`src/llh_pkg.sv`:
```
`default_nettype none
// ----------------------------------------------------------------------------
// llh_pkg - shared definitions for the log-linear latency histogram
// Store geometry, field widths, mode codes, control/status structs, helpers.
// ----------------------------------------------------------------------------
package llh_pkg;

    localparam int SUB_BUCKET_BITS = 10;
    localparam int BUCKET_COUNT    = 27;

    localparam int VAL_W      = 64;
    localparam int Q_W        = 17;
    localparam int MODE_W     = 2;
    localparam int Q_FRAC     = 16;

    localparam int HALF_BITS  = SUB_BUCKET_BITS - 1;
    localparam int HALF_SLOTS = 1 << HALF_BITS;
    localparam int DEPTH      = (BUCKET_COUNT + 1) * HALF_SLOTS;
    localparam int ADDR_W     = $clog2(DEPTH);
    localparam int HI_W       = ADDR_W - HALF_BITS;
    localparam int BKT_W      = $clog2(VAL_W - SUB_BUCKET_BITS + 1);
    localparam int IDX_W      = BKT_W + HALF_BITS + 1;

    // rank = ceil(q * total / 2^Q_FRAC), product built from two half-width multiplies
    localparam int MUL_W      = VAL_W / 2;
    localparam int PROD_W     = Q_W + MUL_W;
    localparam int SUM_W      = Q_W + VAL_W;

    localparam int IN_DATA_W  = ((VAL_W + Q_W + 7) / 8) * 8;
    localparam int OUT_DATA_W = 5 * VAL_W;

    localparam logic [Q_W-1:0]   Q_ONE      = Q_W'(1 << Q_FRAC);
    localparam logic [SUM_W-1:0] RANK_ROUND = SUM_W'((1 << Q_FRAC) - 1);

    localparam logic [MODE_W-1:0] MODE_RECORD = 2'd0;
    localparam logic [MODE_W-1:0] MODE_QUERY  = 2'd1;
    localparam logic [MODE_W-1:0] MODE_CLEAR  = 2'd2;

    typedef struct packed {
        logic latch_in;
        logic enc;
        logic stats_clear;
        logic clr_start;
        logic clr_step;
        logic rec_rd;
        logic rec_wr;
        logic mul_lo;
        logic mul_hi;
        logic rank;
        logic clamp;
        logic scan_start;
        logic scan_step;
        logic top;
        logic qv_max;
        logic out_load;
    } t_cmd;

    typedef struct packed {
        logic [MODE_W-1:0] mode;
        logic              total_zero;
        logic              clr_last;
        logic              scan_hit;
        logic              scan_end;
    } t_status;

    // bucket = position of leading one of (v | sub mask) minus HALF_BITS
    function automatic logic [BKT_W-1:0] f_bucket(input logic [VAL_W-1:0] v);
        logic [VAL_W-1:0] w;
        int pos;
        w   = v | VAL_W'((1 << SUB_BUCKET_BITS) - 1);
        pos = 0;
        for (int i = 0; i < VAL_W; i++) begin
            if (w[i]) begin
                pos = i;
            end
        end
        return BKT_W'(pos - HALF_BITS);
    endfunction

    function automatic logic [VAL_W-1:0] f_sat_add(input logic [VAL_W-1:0] a,
                                                   input logic [VAL_W-1:0] b);
        logic [VAL_W:0] s;
        s = {1'b0, a} + {1'b0, b};
        return s[VAL_W] ? {VAL_W{1'b1}} : s[VAL_W-1:0];
    endfunction

endpackage
`default_nettype wire

```
`src/llh_ctrl.sv`:
```
`default_nettype none
// ----------------------------------------------------------------------------
// llh_ctrl - histogram sequencer
// Steps each item through record, query scan or clear sweep; owns handshakes.
// ----------------------------------------------------------------------------
module llh_ctrl (
    input  wire logic            i_clk,
    input  wire logic            i_rst_n,
    input  wire logic            i_in_valid,
    output logic                 o_in_ready,
    output logic                 o_out_valid,
    input  wire logic            i_out_ready,
    output llh_pkg::t_cmd        o_cmd,
    input  wire llh_pkg::t_status i_status
);
    import llh_pkg::*;

    localparam logic [3:0] S_INIT     = 4'd0;
    localparam logic [3:0] S_IDLE     = 4'd1;
    localparam logic [3:0] S_DISPATCH = 4'd2;
    localparam logic [3:0] S_REC_RD   = 4'd3;
    localparam logic [3:0] S_REC_WR   = 4'd4;
    localparam logic [3:0] S_Q_MLO    = 4'd5;
    localparam logic [3:0] S_Q_MHI    = 4'd6;
    localparam logic [3:0] S_Q_RANK   = 4'd7;
    localparam logic [3:0] S_Q_CLAMP  = 4'd8;
    localparam logic [3:0] S_Q_SCAN   = 4'd9;
    localparam logic [3:0] S_Q_TOP    = 4'd10;
    localparam logic [3:0] S_CLEAR    = 4'd11;
    localparam logic [3:0] S_DONE     = 4'd12;

    logic [3:0] r_state, n_state;
    logic       r_out_valid, n_out_valid;

    always_comb begin
        n_state     = r_state;
        n_out_valid = r_out_valid && !i_out_ready;
        o_cmd       = '0;
        o_in_ready  = 1'b0;
        case (r_state)
            S_INIT, S_CLEAR: begin
                o_cmd.clr_step = 1'b1;
                if (i_status.clr_last) begin
                    n_state = (r_state == S_INIT) ? S_IDLE : S_DONE;
                end
            end
            S_IDLE: begin
                o_in_ready = 1'b1;
                if (i_in_valid) begin
                    o_cmd.latch_in = 1'b1;
                    n_state        = S_DISPATCH;
                end
            end
            S_DISPATCH: begin
                o_cmd.enc = 1'b1;
                case (i_status.mode)
                    MODE_RECORD: n_state = S_REC_RD;
                    MODE_QUERY:  n_state = i_status.total_zero ? S_DONE : S_Q_MLO;
                    MODE_CLEAR: begin
                        o_cmd.stats_clear = 1'b1;
                        o_cmd.clr_start   = 1'b1;
                        n_state           = S_CLEAR;
                    end
                    default:     n_state = S_DONE;
                endcase
            end
            S_REC_RD: begin
                o_cmd.rec_rd = 1'b1;
                n_state      = S_REC_WR;
            end
            S_REC_WR: begin
                o_cmd.rec_wr = 1'b1;
                n_state      = S_DONE;
            end
            S_Q_MLO: begin
                o_cmd.mul_lo = 1'b1;
                n_state      = S_Q_MHI;
            end
            S_Q_MHI: begin
                o_cmd.mul_hi = 1'b1;
                n_state      = S_Q_RANK;
            end
            S_Q_RANK: begin
                o_cmd.rank = 1'b1;
                n_state    = S_Q_CLAMP;
            end
            S_Q_CLAMP: begin
                o_cmd.clamp      = 1'b1;
                o_cmd.scan_start = 1'b1;
                n_state          = S_Q_SCAN;
            end
            S_Q_SCAN: begin
                o_cmd.scan_step = 1'b1;
                if (i_status.scan_hit) begin
                    n_state = S_Q_TOP;
                end else if (i_status.scan_end) begin
                    // rank never reached: report the running max
                    o_cmd.qv_max = 1'b1;
                    n_state      = S_DONE;
                end
            end
            S_Q_TOP: begin
                o_cmd.top = 1'b1;
                n_state   = S_DONE;
            end
            S_DONE: begin
                if (!r_out_valid || i_out_ready) begin
                    o_cmd.out_load = 1'b1;
                    n_out_valid    = 1'b1;
                    n_state        = S_IDLE;
                end
            end
            default: n_state = S_IDLE;
        endcase
    end

    always_ff @(posedge i_clk) begin
        if (!i_rst_n) begin
            r_state     <= S_INIT;
            r_out_valid <= 1'b0;
        end else begin
            r_state     <= n_state;
            r_out_valid <= n_out_valid;
        end
    end

    assign o_out_valid = r_out_valid;

endmodule
`default_nettype wire

```
`config.mk`:
```
export PLATFORM = sky130hd
export DESIGN_NAME = llh_ctrl
export DESIGN_NICKNAME = d
export VERILOG_FILES = /design/src/llh_pkg.sv /design/src/llh_ctrl.sv
export SDC_FILE = /design/constraint.sdc
export NUM_CORES = 1
export LEC_CHECK = 0
export ABC_CLOCK_PERIOD_IN_PS = 1900
export BUFFER_PORTS_ARGS = -buffer_cell sky130_fd_sc_hd__clkbuf_2
export CORE_AREA = 2 2 39 41
export DETAILED_ROUTE_END_ITERATION = 7
export DIE_AREA = 0 0 41 43
export PLACE_DENSITY_LB_ADDON = 0.25
export REMOVE_ABC_BUFFERS = 1
export SLEW_MARGIN = 20
export SYNTH_ARGS = -nofsm -noshare
export SYNTH_HDL_FRONTEND = slang
export SYNTH_SLANG_ARGS = --single-unit
```
`constraint.sdc`:
```
create_clock -name i_clk -period 1.9 [get_ports i_clk]
set_clock_uncertainty 0.1 [all_clocks]
set_input_delay 0.095 -clock i_clk [delete_from_list [all_inputs] [get_ports i_clk]]
set_output_delay 0.095 -clock i_clk [all_outputs]
set_load 0.01 [all_outputs]
```
==> summary.md <==
| Metric | Value |
|---|---|
| VDD IR max | 585 uV |
| Worst-case clock buffer depth | 2 |
| Vias per cell | 5.40 |
| Required time worst endpoint | 1700 ps |
| CP peak stage delay | 340 ps |
| Worst Reg-to-Reg Cells | 4 |
| Total I/O pin count | 28 |
| Worst hold path startpoint | i_rst_n |
| Final period utilization | 0.896 |
| GR Util met2 | 0.266 |
| CP arrival | 1510 ps |
| Post-CTS Resized | 0 |
| Hold endpoint | o_out_valid |
| Synthesis-to-finish area growth | 30.9% |
| Synth area leaders | dfxtp_1 19%, nor3_1 7.7%, buf_4 7.2% |
| Place WS | 250 ps |
| Vias in the first global route | 499 |
| Met3 Use GR | 0.0314 |
| # clock sinks | 5 |
| Async S/R FF share, synth | 0 |
| Placed insts | 112 |
| PortBufs | 27 |
| RSZ-0062 raised after global routing | false |
| Pwr Total | 0.780 mW |
| Post-CTS Repair Setup Buffers | 0 |
| Hold_buf cts | 0 |
| Main synth FF type | dfxtp_1 |
| Post-synth top area share | 0.192 |
| Layout cell share with drive strength beyond 1 | 0.410 |
| Global-route wire length before repair | 2060 um |
| DRC Markers | 0 |
| Actual slew at the worst max-slew pin | 367 ps |
| EDFF count, synth | 0 |
| Slowest-stage cell, CP | dfxtp_1 |
| Setup violation total in the final timing report | 0 |
| Final Non-Filler Cells | 116 |
| Yosys warning count | 0 |
| Post-Route Setup TNS | 0 ps |
| Nets | 111 |
| Flop-to-flop setup slack | 240 ps |
| Setup ws final | 197 ps |
| Top delay family on crit path | simple AND/OR/NAND/NOR gates |
| TritonCTS Buffers | 3 |
| Met1 Use GR | 0.212 |
| Reg-to-Reg Start | r_state[2] |
| Mean post-synth cell area | 7.25 um^2 |
| Gpl congestion | 0.791 |
| DR pass1 iterations | 3 |
| Yosys cell types | 31 |
| Die Ht | 43 um |
| # H-tree levels | 1 |
| CTS tree | built |
| CP Buf/Inv Count | 2 |
| Grt peak-use layer | met2 |
| Pin count of the biggest net entering global routing | 11 |
| Cells after synthesis | 72 |
| HP Class | in -> reg |
| Hold Fails Final Rpt | 0 |
| Root Buffer | clkbuf_4 |
| Initial DRC Count | 9 |
| Core area | 1380 um^2 |
| Power per Cell Area | 1140 nW/um^2 |
| Synthesized flop and latch total | 5 |
| Synth Cell Area | 522 um^2 |
| Finished Core Util | 0.494 |
| Crit path time final | 1700 ps |
| RR Endpoint | r_state[0] |
| Critical path launch point type | flop |
| Rel. slew slack | 0.752 |
| Hold Path Stages | 2 |
| GR Overflow Total | 0 |
| Static Leakage | 0.325 nW |
| Post-DP HPWL | 992 um |
| Final wirelength | 1280 um |
| GRT Total Usage | 0.170 |
| Clock Pin Slew Worst Setup and Hold Paths | 40 ps |
| CP Class | reg -> out |
| Crit path max fanout | 10 |
| Skew-Pair Late Insertion Delay | 240 ps |
| Total Die Area | 1760 um^2 |
| Slew Viols, Final | 0 |
| Max Freq | 0.587 GHz |
| Routed Antenna Nets | 0 |
| Vias | 626 |
| Sequential share of the synthesized area | 0.192 |
| Cell area after layout | 683 um^2 |
| Hold Worst Slack | 86.1 ps |
| Status | finished, final reports clean |
| Post-synth top area cell | dfxtp_1 |
| Initial core utilization | 0.377 |
| Area after DPL | 657 um^2 |
| Cells traversed along the worst timing path | buf_4 > nand2b_1 > nor3_1 > and3b_1 > clkbuf_2 |
| DIE WIDTH | 41 um |
| Initial antenna violation count | 0 |
| Crit. End Element | output pin |
| ANT cells | 0 |
| Row count | 14 |
| Max Cap Violations | 0 |
| DR WL/cell | 11.0 um |
==> cells by family (layout without fill, tap and decap cells) <==
kind of cell,Yosys count,after routing,synth area share
compound gates,16,16,0.213
buf+inv,10,38,0.142
mux,3,3,0.0576
flops,5,5,0.192
simple gates,38,38,0.396
==> how the worst max path moves through the flow <==
| stage | start | endpoint | slack [ps] | cells past startpoint |
|---|---|---|---|---|
| 2_1_floorplan | r_state[3] | r_state[3] | 240 | 4 |
| 3_3_place_gp | r_state[2] | r_state[3] | 330 | 4 |
| 3_5_place_dp | r_state[2] | r_state[0] | 250 | 4 |
| 4_1_cts | r_state[0] | o_cmd[12] | 160 | 5 |
| 5_1_grt | r_state[1] | o_cmd[13] | 40 | 5 |
| 6_report | r_state[0] | o_cmd[12] | 200 | 5 |
==> Yosys cell counts (2+ instances only) <==
| library cell | instances |
|---|---|
| o21ai_0 | 3 |
| nand2b_1 | 3 |
| and3b_1 | 2 |
| buf_4 | 5 |
| mux2i_1 | 3 |
| inv_2 | 2 |
| o21a_1 | 2 |
| a21oi_1 | 3 |
| dfxtp_1 | 5 |
| nand2_1 | 7 |
| nor3_1 | 8 |
| nor4_1 | 4 |
| nor2b_1 | 2 |
| nor2_1 | 6 |
==> flip-flops by register name, summed over array words and instances (netlist names) <==
signal,flops
r_state,4
o_out_valid,1
==> layout by cell type, fill, tap and decap left out, types with 2 or more instances in the layout <==
cell type  count
a21oi_1        3
and3b_1        2
buf_4          4
clkbuf_2      27
clkbuf_4       3
dfxtp_1        5
inv_2          2
mux2i_1        3
nand2_1        7
nand2b_1       3
nor2_1         6
nor2b_1        2
nor3_1         8
nor4_1         4
o21a_1         2
o21ai_0        3
==> layer usage <==
layer  share of wire  vias to the layer above
met5               0                        -
met4               0                        0
met3           0.041                        0
met2            0.52                       15
met1            0.43                      293
li1                -                      318
==> where the power goes <==
part           switching [mW]  internal (mW)  leakage, nW  total [mW]
clock network          0.0408         0.0792       0.0150       0.120
registers              0.0431          0.133       0.0408       0.176
logic                   0.273          0.210        0.269       0.483
total                   0.357          0.422        0.325       0.780
==> area by class of cell <==
type | instances | area, um^2
Inverter | 3 | 23.8
Sequential cell | 5 | 100
Timing Repair Buffer | 31 | 165
Multi-Input combinational cell | 57 | 348
Tap cell | 16 | 20.0
Fill cell | 147 | 701
Clock buffer | 4 | 26.3
==> worst reg2reg max path, delay by kind of cell (launching register included) <==
family	cells	cell delay [ps]
AND/OR/NAND/NOR	2	570
flip-flops	1	500
multiplexers	1	180
AO/OA/AOI/OAI	1	240
Note: power is estimated with default switching activity, not from simulation.
